==> config.mk <==
export PLATFORM = sky130hd
export DESIGN_NAME = record_row_decoder_unit
export DESIGN_NICKNAME = d
export VERILOG_FILES = /design/src/hw/rtl/rrd_pkg.sv /design/src/hw/rtl/record_row_decoder_unit.sv /design/src/hw/rtl/rrd_front.sv /design/src/hw/rtl/rrd_queue.sv /design/src/hw/rtl/rrd_back.sv
export SDC_FILE = /design/constraint.sdc
export NUM_CORES = 1
export LEC_CHECK = 0
export BUFFER_PORTS_ARGS = -buffer_cell sky130_fd_sc_hd__buf_4
export CAP_MARGIN = 20
export CELL_PAD_IN_SITES_DETAIL_PLACEMENT = 1
export CELL_PAD_IN_SITES_GLOBAL_PLACEMENT = 1
export CORE_ASPECT_RATIO = 1.5
export CORE_MARGIN = 2
export CORE_UTILIZATION = 46
export DETAILED_ROUTE_END_ITERATION = 8
export GPL_TIMING_DRIVEN = 0
export PLACE_DENSITY_LB_ADDON = 0.15
export SYNTH_ARGS = -nofsm -noshare
export SYNTH_HDL_FRONTEND = slang
export SYNTH_SLANG_ARGS = --single-unit
==> constraint.sdc <==
create_clock -name clk -period 8 [get_ports clk]
set_input_delay 2.4 -clock clk [delete_from_list [all_inputs] [get_ports clk]]
set_output_delay 2.4 -clock clk [all_outputs]
set_load 0.1 [all_outputs]
==> src/hw/rtl/rrd_pkg.sv <==
`timescale 1ns / 1ps

package rrd_pkg;

  // sizes
  localparam int MAX_COLUMNS_DEF = 16;
  localparam int QUEUE_DEPTH_DEF = 4;
  localparam int NULL_W          = 16;
  localparam int CNT_CFG_W       = 5;
  localparam int TYPES_W         = 48;
  localparam int CFG_DATA_W      = 48;

  // configuration register indexes
  localparam logic REG_COLUMN_COUNT = 1'b0;
  localparam logic REG_COLUMN_TYPES = 1'b1;

  // result kinds
  localparam logic [1:0] KIND_VALUE   = 2'd0;
  localparam logic [1:0] KIND_STRBYTE = 2'd1;
  localparam logic [1:0] KIND_END     = 2'd2;

  // end status codes
  localparam logic [1:0] ST_OK          = 2'd0;
  localparam logic [1:0] ST_MISMATCH    = 2'd1;
  localparam logic [1:0] ST_UNSUPPORTED = 2'd2;
  localparam logic [1:0] ST_TRUNCATED   = 2'd3;

  // column type codes
  localparam logic [2:0] TY_BOOL    = 3'd0;
  localparam logic [2:0] TY_INT32   = 3'd1;
  localparam logic [2:0] TY_INT64   = 3'd2;
  localparam logic [2:0] TY_FLOAT   = 3'd3;
  localparam logic [2:0] TY_DOUBLE  = 3'd4;
  localparam logic [2:0] TY_VARCHAR = 3'd5;
  localparam logic [2:0] TY_CHAR    = 3'd6;
  localparam logic [2:0] TY_UNSUP   = 3'd7;

  typedef enum logic [2:0] {
    PH_CNT0    = 3'd0,
    PH_CNT1    = 3'd1,
    PH_BITMAP  = 3'd2,
    PH_FIXED   = 3'd3,
    PH_STRLEN  = 3'd4,
    PH_STRDATA = 3'd5,
    PH_DONE    = 3'd6
  } phase_t;

  typedef struct packed {
    logic [7:0] data_byte;
    logic       last_byte;
  } rrd_in_t;

  typedef struct packed {
    logic [1:0]  kind;
    logic [3:0]  column;
    logic        is_null;
    logic [63:0] value;
    logic [15:0] string_length;
    logic [1:0]  status;
    logic        last;
  } rrd_out_t;

  // work for the back end: one leading result, a run of null columns, one end status
  typedef struct packed {
    logic        head_valid;
    logic [1:0]  head_kind;
    logic [3:0]  head_column;
    logic [63:0] head_value;
    logic [15:0] head_length;
    logic [4:0]  walk_start;
    logic [4:0]  walk_end;
    logic        tail_valid;
    logic [1:0]  tail_status;
  } rrd_cmd_t;

  // 3-bit type of one column
  function automatic logic [2:0] col_type(input logic [TYPES_W-1:0] types,
                                          input logic [3:0] idx);
    return types[6'(idx) * 6'd3 +: 3];
  endfunction

  // byte width of a fixed-size column type
  function automatic logic [3:0] fixed_width(input logic [2:0] t);
    logic [3:0] w;
    case (t)
      TY_BOOL:  w = 4'd1;
      TY_INT32: w = 4'd4;
      TY_FLOAT: w = 4'd4;
      default:  w = 4'd8;
    endcase
    return w;
  endfunction

endpackage

==> src/hw/rtl/record_row_decoder_unit.sv <==
`timescale 1ns / 1ps

// channel   direction  transaction when          payload
// in_       input      in_push && !in_full       rrd_in_t: data_byte, last_byte
// out_      output     out_pop && !out_empty     rrd_out_t: kind .. last
// cfg_      input      cfg_we                    cfg_index selects register, cfg_data
//
// one row byte is accepted per cycle while in_full is low; the front parser updates
// its state in that cycle; the back end delivers one result per cycle from the output
// register while out_pop drains it, so a byte that causes k results keeps the back end
// busy and the queue absorbs the difference; in_full rises when the queue fills
// synchronous active-low reset; no clearing pass, the block is ready right after reset

module record_row_decoder_unit #(
  parameter int MAX_COLUMNS = rrd_pkg::MAX_COLUMNS_DEF,
  parameter int QUEUE_DEPTH = rrd_pkg::QUEUE_DEPTH_DEF
) (
  input  logic                           clk,
  input  logic                           rst_n,
  input  logic                           in_push,
  output logic                           in_full,
  input  rrd_pkg::rrd_in_t               in_data,
  output logic                           out_empty,
  input  logic                           out_pop,
  output rrd_pkg::rrd_out_t              out_data,
  input  logic                           cfg_we,
  input  logic                           cfg_index,
  input  logic [rrd_pkg::CFG_DATA_W-1:0] cfg_data
);

  logic              f_push, f_full;
  rrd_pkg::rrd_cmd_t f_data;
  logic              b_pop, b_valid;
  rrd_pkg::rrd_cmd_t b_data;

  // byte parser
  rrd_front #(
    .MAX_COLUMNS(MAX_COLUMNS)
  ) u_front (
    .clk      (clk),
    .rst_n    (rst_n),
    .in_push  (in_push),
    .in_full  (in_full),
    .in_data  (in_data),
    .cfg_we   (cfg_we),
    .cfg_index(cfg_index),
    .cfg_data (cfg_data),
    .q_push   (f_push),
    .q_data   (f_data),
    .q_full   (f_full)
  );

  // work queue between parser and result side
  rrd_queue #(
    .DEPTH(QUEUE_DEPTH)
  ) u_queue (
    .clk      (clk),
    .rst_n    (rst_n),
    .push     (f_push),
    .push_data(f_data),
    .full     (f_full),
    .pop      (b_pop),
    .pop_valid(b_valid),
    .pop_data (b_data)
  );

  // result expansion
  rrd_back u_back (
    .clk      (clk),
    .rst_n    (rst_n),
    .q_valid  (b_valid),
    .q_data   (b_data),
    .q_pop    (b_pop),
    .out_empty(out_empty),
    .out_pop  (out_pop),
    .out_data (out_data)
  );

endmodule

==> src/hw/rtl/rrd_front.sv <==
`timescale 1ns / 1ps

module rrd_front #(
  parameter int MAX_COLUMNS = rrd_pkg::MAX_COLUMNS_DEF
) (
  input  logic                            clk,
  input  logic                            rst_n,
  input  logic                            in_push,
  output logic                            in_full,
  input  rrd_pkg::rrd_in_t                in_data,
  input  logic                            cfg_we,
  input  logic                            cfg_index,
  input  logic [rrd_pkg::CFG_DATA_W-1:0]  cfg_data,
  output logic                            q_push,
  output rrd_pkg::rrd_cmd_t               q_data,
  input  logic                            q_full
);

  localparam logic [4:0]  MAXC5  = 5'(MAX_COLUMNS);
  localparam logic [15:0] MAXC16 = 16'(MAX_COLUMNS);

  // configuration
  logic [rrd_pkg::CNT_CFG_W-1:0] column_count_r;
  logic [rrd_pkg::TYPES_W-1:0]   column_types_r;

  // parse state
  rrd_pkg::phase_t             phase_r, phase_nxt;
  logic [3:0]                  byte_index_r, byte_index_nxt;
  logic [4:0]                  column_index_r, column_index_nxt;
  logic [63:0]                 assembled_r, assembled_nxt;
  logic [rrd_pkg::NULL_W-1:0]  null_bits_r, null_bits_nxt;
  logic [15:0]                 string_remaining_r, string_remaining_nxt;
  logic [15:0]                 row_count_r, row_count_nxt;

  // decode results for the byte at the input
  logic                        in_accept;
  logic [7:0]                  b;
  logic                        lastb;
  logic [3:0]                  bi_inc;
  logic [63:0]                 asm_new;
  logic [15:0]                 rc_new;
  logic [15:0]                 rem_new;
  logic [rrd_pkg::NULL_W-1:0]  null_merged;
  logic [rrd_pkg::NULL_W-1:0]  null_cur;
  logic [2:0]                  cur_type;
  logic [15:0]                 lim;
  logic [16:0]                 bitmap_need;
  logic                        head_v;
  logic [1:0]                  head_kind;
  logic [63:0]                 head_val;
  logic [15:0]                 head_len;
  logic                        adv;
  logic [4:0]                  adv_from;
  logic                        fin;
  logic [1:0]                  fin_status;
  logic                        found;
  logic [3:0]                  found_col;
  logic [2:0]                  found_type;
  logic [4:0]                  walk_end;
  logic                        ended;
  logic [1:0]                  end_status;
  logic                        tail_v;
  logic [1:0]                  tail_status;

  assign in_accept = in_push && !q_full;
  assign in_full   = q_full;
  assign b         = in_data.data_byte;
  assign lastb     = in_data.last_byte;

  // configuration writes
  always_ff @(posedge clk) begin
    if (!rst_n) begin
      column_count_r <= '0;
      column_types_r <= '0;
    end else if (cfg_we) begin
      case (cfg_index)
        rrd_pkg::REG_COLUMN_COUNT: column_count_r <= cfg_data[rrd_pkg::CNT_CFG_W-1:0];
        rrd_pkg::REG_COLUMN_TYPES: column_types_r <= cfg_data[rrd_pkg::TYPES_W-1:0];
        default: ;
      endcase
    end
  end

  // byte assembly helpers
  assign bi_inc      = byte_index_r + 4'd1;
  assign asm_new     = assembled_r | (64'(b) << {byte_index_r[2:0], 3'b000});
  assign rc_new      = {b, row_count_r[7:0]};
  assign rem_new     = string_remaining_r - 16'd1;
  assign null_merged = null_bits_r |
                       ({{(rrd_pkg::NULL_W-8){1'b0}}, b} << {byte_index_r[0], 3'b000});
  assign null_cur    = (phase_r == rrd_pkg::PH_BITMAP) ? null_merged : null_bits_r;
  assign cur_type    = rrd_pkg::col_type(column_types_r, column_index_r[3:0]);
  assign lim         = (row_count_r < MAXC16) ? row_count_r : MAXC16;
  assign bitmap_need = (17'(row_count_r) + 17'd7) >> 3;

  // classify the byte by phase
  always_comb begin
    head_v     = 1'b0;
    head_kind  = rrd_pkg::KIND_VALUE;
    head_val   = '0;
    head_len   = '0;
    adv        = 1'b0;
    adv_from   = column_index_r + 5'd1;
    fin        = 1'b0;
    fin_status = rrd_pkg::ST_OK;
    case (phase_r)
      rrd_pkg::PH_CNT1: begin
        if (rc_new != 16'(column_count_r) || column_count_r > MAXC5) begin
          fin        = 1'b1;
          fin_status = rrd_pkg::ST_MISMATCH;
        end else if (rc_new == 16'd0) begin
          fin = 1'b1;
        end
      end
      rrd_pkg::PH_BITMAP: begin
        adv_from = 5'd0;
        adv      = (17'(bi_inc) >= bitmap_need);
      end
      rrd_pkg::PH_FIXED: begin
        if (bi_inc >= rrd_pkg::fixed_width(cur_type)) begin
          head_v   = 1'b1;
          head_val = (cur_type == rrd_pkg::TY_BOOL) ? 64'(asm_new != 64'd0) : asm_new;
          adv      = 1'b1;
        end
      end
      rrd_pkg::PH_STRLEN: begin
        if (bi_inc >= 4'd2) begin
          head_v   = 1'b1;
          head_len = asm_new[15:0];
          adv      = (asm_new[15:0] == 16'd0);
        end
      end
      rrd_pkg::PH_STRDATA: begin
        head_v    = 1'b1;
        head_kind = rrd_pkg::KIND_STRBYTE;
        head_val  = 64'(b);
        adv       = (rem_new == 16'd0);
      end
      default: ;
    endcase
  end

  // first non-null column at or after adv_from
  always_comb begin
    found     = 1'b0;
    found_col = '0;
    for (int i = rrd_pkg::NULL_W - 1; i >= 0; i--) begin
      if ((5'(i) >= adv_from) && (16'(i) < lim) && !null_cur[i]) begin
        found     = 1'b1;
        found_col = 4'(i);
      end
    end
  end

  assign found_type = rrd_pkg::col_type(column_types_r, found_col);
  assign walk_end   = found ? {1'b0, found_col} : lim[4:0];

  // row end: explicit finish, end of columns, unsupported type, or truncation
  assign ended       = fin || (adv && (!found || found_type == rrd_pkg::TY_UNSUP));
  assign end_status  = fin ? fin_status :
                       (!found ? rrd_pkg::ST_OK : rrd_pkg::ST_UNSUPPORTED);
  assign tail_v      = (phase_r != rrd_pkg::PH_DONE) && (ended || lastb);
  assign tail_status = ended ? end_status : rrd_pkg::ST_TRUNCATED;

  // next state
  always_comb begin
    phase_nxt            = phase_r;
    byte_index_nxt       = byte_index_r;
    column_index_nxt     = column_index_r;
    assembled_nxt        = assembled_r;
    null_bits_nxt        = null_bits_r;
    string_remaining_nxt = string_remaining_r;
    row_count_nxt        = row_count_r;
    case (phase_r)
      rrd_pkg::PH_CNT0: begin
        byte_index_nxt       = '0;
        column_index_nxt     = '0;
        assembled_nxt        = '0;
        null_bits_nxt        = '0;
        string_remaining_nxt = '0;
        row_count_nxt        = 16'(b);
        phase_nxt            = rrd_pkg::PH_CNT1;
      end
      rrd_pkg::PH_CNT1: begin
        row_count_nxt = rc_new;
        if (!fin) begin
          phase_nxt      = rrd_pkg::PH_BITMAP;
          byte_index_nxt = '0;
        end
      end
      rrd_pkg::PH_BITMAP: begin
        null_bits_nxt  = null_merged;
        byte_index_nxt = bi_inc;
      end
      rrd_pkg::PH_FIXED: begin
        assembled_nxt  = asm_new;
        byte_index_nxt = bi_inc;
      end
      rrd_pkg::PH_STRLEN: begin
        assembled_nxt  = asm_new;
        byte_index_nxt = bi_inc;
        if (bi_inc >= 4'd2) begin
          string_remaining_nxt = asm_new[15:0];
          assembled_nxt        = '0;
          byte_index_nxt       = '0;
          if (asm_new[15:0] != 16'd0) begin
            phase_nxt = rrd_pkg::PH_STRDATA;
          end
        end
      end
      rrd_pkg::PH_STRDATA: begin
        string_remaining_nxt = rem_new;
      end
      default: begin
        if (lastb) begin
          phase_nxt = rrd_pkg::PH_CNT0;
        end
      end
    endcase
    // move on to the next column that carries data
    if (adv) begin
      column_index_nxt = walk_end;
      if (found && found_type != rrd_pkg::TY_UNSUP) begin
        byte_index_nxt = '0;
        assembled_nxt  = '0;
        phase_nxt = (found_type == rrd_pkg::TY_VARCHAR || found_type == rrd_pkg::TY_CHAR) ?
                    rrd_pkg::PH_STRLEN : rrd_pkg::PH_FIXED;
      end
    end
    // close the row
    if (tail_v) begin
      byte_index_nxt       = '0;
      column_index_nxt     = '0;
      assembled_nxt        = '0;
      null_bits_nxt        = '0;
      string_remaining_nxt = '0;
      phase_nxt            = lastb ? rrd_pkg::PH_CNT0 : rrd_pkg::PH_DONE;
    end
  end

  // work handed to the back end
  always_comb begin
    q_data.head_valid  = head_v;
    q_data.head_kind   = head_kind;
    q_data.head_column = column_index_r[3:0];
    q_data.head_value  = head_val;
    q_data.head_length = head_len;
    q_data.walk_start  = adv ? adv_from : 5'd0;
    q_data.walk_end    = adv ? walk_end : 5'd0;
    q_data.tail_valid  = tail_v;
    q_data.tail_status = tail_status;
    q_push = in_accept && (head_v || tail_v || (adv && adv_from < walk_end));
  end

  // state registers
  always_ff @(posedge clk) begin
    if (!rst_n) begin
      phase_r            <= rrd_pkg::PH_CNT0;
      byte_index_r       <= '0;
      column_index_r     <= '0;
      assembled_r        <= '0;
      null_bits_r        <= '0;
      string_remaining_r <= '0;
      row_count_r        <= '0;
    end else if (in_accept) begin
      phase_r            <= phase_nxt;
      byte_index_r       <= byte_index_nxt;
      column_index_r     <= column_index_nxt;
      assembled_r        <= assembled_nxt;
      null_bits_r        <= null_bits_nxt;
      string_remaining_r <= string_remaining_nxt;
      row_count_r        <= row_count_nxt;
    end
  end

  // truncation status only on the final byte of the buffer
  a_trunc_on_last: assert property (@(posedge clk) disable iff (!rst_n)
    q_push && q_data.tail_valid && !ended |-> lastb)
    else $error("truncation status without final byte");

  // bitmap phase only with a valid column count
  a_bitmap_count: assert property (@(posedge clk) disable iff (!rst_n)
    phase_r == rrd_pkg::PH_BITMAP |-> (row_count_r != 16'd0 && row_count_r <= MAXC16))
    else $error("bitmap phase with bad column count");

endmodule

==> src/hw/rtl/rrd_queue.sv <==
`timescale 1ns / 1ps

module rrd_queue #(
  parameter int DEPTH = rrd_pkg::QUEUE_DEPTH_DEF
) (
  input  logic              clk,
  input  logic              rst_n,
  input  logic              push,
  input  rrd_pkg::rrd_cmd_t push_data,
  output logic              full,
  input  logic              pop,
  output logic              pop_valid,
  output rrd_pkg::rrd_cmd_t pop_data
);

  localparam int PTR_W = (DEPTH > 1) ? $clog2(DEPTH) : 1;
  localparam int CNT_W = $clog2(DEPTH + 1);
  localparam logic [PTR_W-1:0] PTR_LAST = PTR_W'(DEPTH - 1);
  localparam logic [CNT_W-1:0] CNT_FULL = CNT_W'(DEPTH);

  rrd_pkg::rrd_cmd_t mem_r [DEPTH];
  logic [PTR_W-1:0]  wr_ptr_r, rd_ptr_r;
  logic [CNT_W-1:0]  count_r;
  logic              do_push, do_pop;

  assign full      = (count_r == CNT_FULL);
  assign pop_valid = (count_r != '0);
  assign pop_data  = mem_r[rd_ptr_r];
  assign do_push   = push && !full;
  assign do_pop    = pop && pop_valid;

  // storage
  always_ff @(posedge clk) begin
    if (do_push) begin
      mem_r[wr_ptr_r] <= push_data;
    end
  end

  // pointers and fill level
  always_ff @(posedge clk) begin
    if (!rst_n) begin
      wr_ptr_r <= '0;
      rd_ptr_r <= '0;
      count_r  <= '0;
    end else begin
      if (do_push) begin
        wr_ptr_r <= (wr_ptr_r == PTR_LAST) ? '0 : wr_ptr_r + PTR_W'(1);
      end
      if (do_pop) begin
        rd_ptr_r <= (rd_ptr_r == PTR_LAST) ? '0 : rd_ptr_r + PTR_W'(1);
      end
      case ({do_push, do_pop})
        2'b10:   count_r <= count_r + CNT_W'(1);
        2'b01:   count_r <= count_r - CNT_W'(1);
        default: ;
      endcase
    end
  end

  a_no_overflow: assert property (@(posedge clk) disable iff (!rst_n)
    push |-> !full)
    else $error("queue push while full");

endmodule

==> src/hw/rtl/rrd_back.sv <==
`timescale 1ns / 1ps

module rrd_back (
  input  logic               clk,
  input  logic               rst_n,
  input  logic               q_valid,
  input  rrd_pkg::rrd_cmd_t  q_data,
  output logic               q_pop,
  output logic               out_empty,
  input  logic               out_pop,
  output rrd_pkg::rrd_out_t  out_data
);

  // work entry being expanded
  logic              head_v_r, head_v_nxt;
  logic [1:0]        head_kind_r;
  logic [3:0]        head_col_r;
  logic [63:0]       head_val_r;
  logic [15:0]       head_len_r;
  logic [4:0]        cur_r, cur_nxt;
  logic [4:0]        end_r;
  logic              tail_v_r, tail_v_nxt;
  logic [1:0]        tail_status_r;

  // output register
  logic              out_valid_r;
  rrd_pkg::rrd_out_t out_r;

  logic              walking;
  logic              busy;
  logic              room;
  logic              step;
  logic              last_piece;
  logic              load;
  rrd_pkg::rrd_out_t res;

  assign walking   = (cur_r < end_r);
  assign busy      = head_v_r || walking || tail_v_r;
  assign room      = !out_valid_r || out_pop;
  assign step      = busy && room;
  assign out_empty = !out_valid_r;
  assign out_data  = out_r;

  // pick the next result of the entry
  always_comb begin
    res        = '0;
    head_v_nxt = head_v_r;
    cur_nxt    = cur_r;
    tail_v_nxt = tail_v_r;
    if (head_v_r) begin
      res.kind          = head_kind_r;
      res.column        = head_col_r;
      res.value         = head_val_r;
      res.string_length = head_len_r;
      head_v_nxt        = 1'b0;
    end else if (walking) begin
      res.kind    = rrd_pkg::KIND_VALUE;
      res.column  = cur_r[3:0];
      res.is_null = 1'b1;
      cur_nxt     = cur_r + 5'd1;
    end else begin
      res.kind   = rrd_pkg::KIND_END;
      res.status = tail_status_r;
      res.last   = 1'b1;
      tail_v_nxt = 1'b0;
    end
    last_piece = !head_v_nxt && !(cur_nxt < end_r) && !tail_v_nxt;
  end

  assign load  = q_valid && (!busy || (step && last_piece));
  assign q_pop = load;

  // work entry registers
  always_ff @(posedge clk) begin
    if (!rst_n) begin
      head_v_r <= 1'b0;
      tail_v_r <= 1'b0;
      cur_r    <= '0;
      end_r    <= '0;
    end else if (load) begin
      head_v_r <= q_data.head_valid;
      tail_v_r <= q_data.tail_valid;
      cur_r    <= q_data.walk_start;
      end_r    <= q_data.walk_end;
    end else if (step) begin
      head_v_r <= head_v_nxt;
      tail_v_r <= tail_v_nxt;
      cur_r    <= cur_nxt;
    end
  end

  always_ff @(posedge clk) begin
    if (load) begin
      head_kind_r   <= q_data.head_kind;
      head_col_r    <= q_data.head_column;
      head_val_r    <= q_data.head_value;
      head_len_r    <= q_data.head_length;
      tail_status_r <= q_data.tail_status;
    end
  end

  // result register
  always_ff @(posedge clk) begin
    if (!rst_n) begin
      out_valid_r <= 1'b0;
    end else if (step) begin
      out_valid_r <= 1'b1;
    end else if (out_pop) begin
      out_valid_r <= 1'b0;
    end
  end

  always_ff @(posedge clk) begin
    if (step) begin
      out_r <= res;
    end
  end

  a_walk_order: assert property (@(posedge clk) disable iff (!rst_n)
    cur_r <= end_r)
    else $error("null walk past its end");

  a_load_only_valid: assert property (@(posedge clk) disable iff (!rst_n)
    q_pop |-> q_valid)
    else $error("queue pop while empty");

  a_end_shape: assert property (@(posedge clk) disable iff (!rst_n)
    out_valid_r && out_r.kind == rrd_pkg::KIND_END |-> out_r.last && out_r.column == 4'd0)
    else $error("malformed row end result");

endmodule
==> results of run 1 <==
[sequential cells by signal, indices dropped and copies added, names as in the netlist, 2 cells and up, named ones only]
| name | count |
|---|---|
| u_front.assembled_r | 64 |
| u_front.byte_index_r | 4 |
| u_queue.mem_r | 396 |
| u_front.column_types_r | 48 |
| u_front.row_count_r | 16 |
| u_front.phase_r | 3 |
| u_queue.rd_ptr_r | 2 |
| u_front.column_count_r | 5 |
| u_back.end_r | 5 |
| u_back.tail_status_r | 2 |
| u_queue.wr_ptr_r | 2 |
| u_front.string_remaining_r | 16 |
| u_back.head_col_r | 4 |
| u_front.null_bits_r | 16 |
| u_back.head_len_r | 16 |
| u_back.out_data | 89 |
| u_back.cur_r | 5 |
| u_back.head_val_r | 64 |
| u_front.column_index_r | 5 |
| u_queue.count_r | 3 |
[layer usage]
| metal | vias to the layer above | GRT usage [%] | share of wire, % |
|---|---|---|---|
| li1 | 9518 | - | - |
| met1 | 10700 | 29.6 | 38 |
| met2 | 594 | 46.0 | 52 |
| met3 | 228 | 3.32 | 3.8 |
| met4 | 0 | 15.0 | 6.0 |
| met5 | - | 0 | 0 |
[metrics by stage]
stage               std cells  worst slack (ns)  hold WS [ns]  TNS (ns)
floorplan                2416             0.827         0.437         0
global placement         3473             -2.85         0.449  -1171.50
detailed placement       3485             -1.58         0.460   -536.12
CTS                      3621            0.0997         0.474         0
global route             3628             0.103         0.491         0
finish                   3628             0.273         0.471         0
[worst min-delay path by stage]
stage | endpoint | slack (ns) | depth (start not counted) | startpoint
global placement | u_front.assembled_r[9] | 0.45 | 2 | u_front.assembled_r[9]
detailed placement | u_front.assembled_r[2] | 0.46 | 2 | u_front.assembled_r[2]
global route | u_front.column_types_r[18] | 0.49 | 2 | u_front.column_types_r[18]
CTS | u_front.assembled_r[2] | 0.47 | 2 | u_front.assembled_r[2]
floorplan | u_front.null_bits_r[10] | 0.44 | 2 | u_front.null_bits_r[10]
finish | u_front.column_types_r[18] | 0.47 | 2 | u_front.column_types_r[18]
[logic make-up (layout without fill, tap and decap cells)]
family	after synthesis	after routing	synth area share [%]
AND/OR/NAND/NOR	771	779	11.5
AO/OA/AOI/OAI	455	455	8.78
buffers and inverters	191	487	2.53
multiplexers	160	160	9.39
other	0	1	0
XOR/XNOR	35	35	0.949
flip-flops	771	771	65.5
adder cells (fa/ha/maj)	33	33	1.30
[final cells by class]
class | instances | area (µm²)
inverters | 41 | 156
clock buffers | 101 | 2070
multi-input cells | 1462 | 10400
repair buffers | 165 | 1390
diodes | 1 | 2.50
plain buffers | 148 | 658
well taps | 907 | 1130
fillers | 6973 | 32500
clock inverters | 32 | 327
flip-flops and latches | 771 | 21200
[cells in the mapped netlist (25+ instances only)]
cell type,instances
a21oi_1,255
and2_1,114
clkbuf_1,103
dfxtp_1,199
edfxtp_1,572
ha_1,32
inv_1,39
mux2i_1,43
mux4_2,114
nand2_1,211
nand3_1,28
nor2_1,246
nor3_1,32
nor4_1,25
o21ai_0,40
[report_power, final]
group | leakage (nW) | switching (W) | internal, W | total [W]
Clock | 1.17 | 0.00151 | 0.00195 | 0.00347
Combinational | 4.65 | 0.00376 | 0.00131 | 0.00506
Sequential | 7.06 | 0.000227 | 0.00531 | 0.00554
[worst reg2reg max path, cell delays in order, from the launching register on]
cell,delay [ns]
dfxtp_1,0.62
buf_2,0.59
mux4_2,0.60
mux4_2,0.48
or3_1,0.55
inv_1,0.14
ha_1,0.23
o21ai_0,0.18
nand2b_1,0.08
a21oi_1,0.16
nor2_1,0.10
a21oi_1,0.13
o211a_1,0.17
clkbuf_1,0.49
a21boi_1,0.25
inv_1,0.22
a31oi_2,0.14
a21oi_4,0.47
inv_2,0.22
o21a_4,0.35
inv_1,0.11
ha_1,0.18
inv_1,0.06
fa_1,0.38
xor2_1,0.16
or3_1,0.30
a21oi_1,0.15
[timing repair]
action | 4_1_cts | 5_1_grt
pin swaps | 4 | 4
gates cloned | 4 | 4
resized for setup | 8 | 9
endpoints found under the setup margin | 399 | 244
==> impl_metrics.tcl, run 1 <==
set metrics [dict create \
    drc 0 \
    globalplace.congestion 0.900 \
    portBuffers 150 \
    io-pin-count 155 \
    cts.hold.buffers_added 0 \
    startpoint_type "input port" \
    p_total_w 0.0141 \
    finClkSkew_ns 0.0211 \
    avgSynthCellArea_um2 13.4 \
    synthesis.nets 2512 \
    period_share_pct 96.6 \
    worst_pin_slew_ns 1.17 \
    cp-startpoint "in_data[1]" \
    cts_made_buffers 72 \
    hpwlAfterDp_um 65600 \
    placed_area_um2 34800 \
    crit_cells 22 \
    finalSetupViolations 0 \
    vias 21000 \
    wl_per_cell_um 25.4 \
    dieArea_um2 72400 \
    status "completed" \
    leakagePower_nw 12.9 \
    synth-main-ff-cell "edfxtp_1" \
    grt_pass1_wl_um 139000 \
    yosysWarningCount 0 \
    r2r_end "u_queue.count_r[2]" \
    post_drt_via_cell_ratio 5.80 \
    final_hold_viol_count 0 \
    cpPeakStageDelay_ns 0.63 \
    layout.nets 2757 \
    stdcell_area_um2 37300 \
    setup.worst_path.end_class "register" \
    netlist.area_leader.share_pct 53.2 \
    synth-async-reset-ratio_pct 0 \
    fp-row-count 119 \
    coreArea_um2 69800 \
    clk_pin_slew_ns 0.06 \
    r2r_start "u_front.column_index_r[0]" \
    finalCriticalPeriod_ns 7.73 \
    drtIter0Drc 1246 \
    power.density_nw_per_um2 377 \
    start_util_pct 46.2 \
    drive_above_1_share_pct 17.8 \
    antenna_found_initial 3 \
    fmax_ghz 0.129 \
    layout_common_cells "edfxtp_1 (572), a21oi_1 (250), nor2_1 (245), nand2_1 (211), dfxtp_1 (199)" \
    rsz0062_at_grt "false" \
    worstPathArrival_ns 8.27 \
    endpoint "u_queue.count_r[2]" \
    cts_setup_buffers 0 \
    gr-total-overflow 0 \
    cts_tree "built" \
    synth.distinct_cells 99 \
    crit_fanout 15 \
    vdd_ir_drop_max_mv 0.575 \
    clk_latency_ns 0.64 \
    area_delta_synth_final_pct 15.6 \
    track_usage_pct 25.8 \
    synthCells 2416 \
    die_h_um 329 \
    ff2ff_path_depth 26 \
    syn_area_um2 32300 \
    drv_cap 0 \
    slowest_stage "clkbuf_1" \
    final_common_cell "edfxtp_1" \
    synth_edf_count 572 \
    relSlewSlack_pct 21.7 \
    reg2reg_slack_ns 0.41 \
    first_pass_iters 7 \
    h-tree-depth 3 \
    hold_path_class "register to register" \
    wirelength_um 92200 \
    path_buf_inv 7 \
    path_class "input port to register" \
    drv_slew 0 \
    synth_top_area_cell "edfxtp_1" \
    cts_buffer_depth 3 \
    numClockSinks 771 \
    root_buffer "clkbuf_16" \
    ant_nets 0 \
    cp_data_required_time_ns 8.55 \
    synth-seq-area-share_pct 65.5 \
    synth-seq-cells 771 \
    final_util_pct 53.5 \
    synth_top_cells_by_area "edfxtp_1 (53%), dfxtp_1 (12%), mux4_2 (8.0%)" \
    cpLargestDelayFamily "buffers and inverters" \
    worstPathCellList "clkbuf_1 > and2_1 > clkbuf_1 > a21oi_1 > nand4_1 > nor4_2 > a21oi_1 > o211a_1 > clkbuf_1 > a21boi_1 > inv_1 > a31oi_2 > a21oi_4 > inv_2 > o21a_4 > inv_1 > ha_1 > inv_1 > fa_1 > xor2_1 > or3_1 > a21oi_1" \
    die_w_um 220 \
    grt_max_degree 65 \
    grt_pass1_vias 22600 \
]
Power figures use the tool's default switching activity.
==> inputs of run 2 (changes only) <==
- PLACE_DENSITY: unset -> 0.78
- PLACE_DENSITY_LB_ADDON: 0.15 -> unset
- SLEW_MARGIN: unset -> 0
==> run 2 against run 1 <==
Critical path depth down 5; power decreased by 0.10%; combinational power barely moved; clock-buffer cell count decreased by 7; non-clock buffer count is 3 lower; cell count fell by 0.17%; die area is the same; critical endpoint is now u_queue.mem_r[3][63]; hold slack improved by 0.0055 ns.
==> impl_metrics.tcl, run 2 (synthesized netlist as in run 1, its figures left out) <==
set metrics [dict create \
    status "completed" \
    leakagePower_nw 12.8 \
    hpwlAfterDp_um 66000 \
    period_share_pct 97.5 \
    antenna_found_initial 4 \
    layout_common_cells "edfxtp_1 (572), nor2_1 (245), a21oi_1 (244), nand2_1 (211), dfxtp_1 (199)" \
    ant_nets 0 \
    grtUsageMet2_pct 46.6 \
    start_util_pct 46.2 \
    crit_fanout 57 \
    finClkSkew_ns 0.0172 \
    final_common_cell "edfxtp_1" \
    hold_path_class "register to register" \
    clk_pin_slew_ns 0.06 \
    h-tree-depth 3 \
    vdd_ir_drop_max_mv 0.562 \
    min_path_cells 2 \
    largest_reg_flops 396 \
    track_usage_pct 26.4 \
    tns_ns 0 \
    r2r_end "u_queue.count_r[2]" \
    wirelength_um 94600 \
    startpoint_type "input port" \
    grt_pass1_vias 23300 \
    cts_made_buffers 72 \
    met1_usage_pct 29.8 \
    fp-row-count 119 \
    drv_cap 0 \
    die_w_um 220 \
    worst_pin_slew_ns 1.10 \
    finalSetupViolations 0 \
    relSlewSlack_pct 26.4 \
    layout.nets 2752 \
    dieArea_um2 72400 \
    numClockSinks 771 \
    post_drt_via_cell_ratio 5.95 \
    first_pass_iters 5 \
    grt.busiest_layer "met2" \
    r2r_start "u_front.column_index_r[1]" \
    setup.worst_path.end_class "register" \
    grt_max_degree 58 \
    final_util_pct 53.3 \
    fill_cells 7005 \
    rsz0062_at_grt "false" \
    worstPathArrival_ns 8.08 \
    min_to "u_front.null_bits_r[7]" \
    instances_no_fill 3622 \
    grt_pass1_wl_um 142000 \
    final_hold_viol_count 0 \
    wl_per_cell_um 26.1 \
    root_buffer "clkbuf_16" \
    multiInputGateArea_um2 10400 \
    drc 0 \
    coreArea_um2 69800 \
    io-pin-count 155 \
    vias 21500 \
    cts_buffer_depth 3 \
    drtIter0Drc 1500 \
    timing.hold.ws_ns 0.476 \
    largest_register "u_queue.mem_r" \
    portBuffers 150 \
    cts_setup_buffers 0 \
    drive_above_1_share_pct 17.8 \
    drv_slew 0 \
    regArea_um2 21200 \
    fmax_ghz 0.128 \
    cts_tree "built" \
    die_h_um 329 \
    clk_latency_ns 0.64 \
    use_met3_pct 4.05 \
    path_class "input port to register" \
    globalplace.congestion 0.934 \
    hold_start "u_front.null_bits_r[7]" \
    ff2ff_path_depth 27 \
    power.density_nw_per_um2 377 \
    diodes 0 \
    dp.cells 3483 \
    cp_data_required_time_ns 8.28 \
    area_delta_synth_final_pct 15.3 \
    finalCriticalPeriod_ns 7.80 \
    gr-total-overflow 0 \
    reg2reg_slack_ns 0.47 \
]
[run 2: cell count changes in the layout (fill, tap and decap cells not counted), sizes merged]
cell / change
clkbuf: -6
clkinv: +6
buf: -4
and2: -2
diode: -1
inv: +1
[run 2: repair_timing]
action,4_1_cts,5_1_grt
gates resized for setup,11,6
pin swaps,4,3
cloned,4,2
hold buffers,0,0
setup endpoints to repair,398,314
[run 2: area by class of cell]
cell class | count | area share, %
flip-flops and latches | 771 | 56.8
multi-input cells | 1460 | 28.0
repair buffers | 161 | 3.59
well taps | 907 | 3.05
inverters | 41 | 0.420
clock buffers | 94 | 5.34
clock inverters | 39 | 0.978
plain buffers | 149 | 1.77
[run 2: metrics by stage]
step | setup slack [ns] | instance area (µm²) | power [W]
after global placement | -2.37 | 34600 | 0.0103
after global routing | 0.00742 | 37200 | 0.0146
after floorplan | 0.827 | 32300 | 0.00921
after detailed placement | -1.33 | 34800 | 0.0107
after CTS | 0.00123 | 37200 | 0.0141
final | 0.200 | 37200 | 0.0141
[run 2: worst max path at each step]
stage	from	endpoint	slack [ns]	cells after the start
3_3_place_gp	in_data[4]	u_queue.mem_r[1][63]	-2.37	16
2_1_floorplan	out_pop	u_back.cur_r[3]	0.83	5
5_1_grt	in_data[1]	u_queue.mem_r[3][58]	0.007	17
6_report	in_data[1]	u_queue.mem_r[3][63]	0.20	17
3_5_place_dp	in_data[4]	u_queue.mem_r[1][60]	-1.33	17
4_1_cts	in_data[4]	u_queue.mem_r[1][58]	0.001	17
[run 2: power breakdown]
part / internal, W / total, W / switching, W
sequential: 0.00532 / 0.00556 / 0.000240
combinational: 0.00130 / 0.00506 / 0.00376
clock: 0.00191 / 0.00344 / 0.00153
[run 2: worst max-delay path, stage by stage]
cell and delay (ns):
clkbuf_1 0.31, nor2b_1 0.26, clkbuf_1 0.39, a21oi_2 0.54, nand4_1 0.19, nor4_2 0.56, a21oi_1 0.18, o211a_1 0.15
clkbuf_1 0.23, a21boi_0 0.46, inv_1 0.17, a31oi_1 0.47, a21oi_4 0.22, inv_2 0.18, o21a_2 0.38, and2_4 0.51
buf_16 0.33
[run 2: per-layer routing]
metal  up-vias  routed length, µm
li1       9482                  -
met1     10900              34500
met2       852              49200
met3       291               5030
met4         4               5820
met5         -                 29
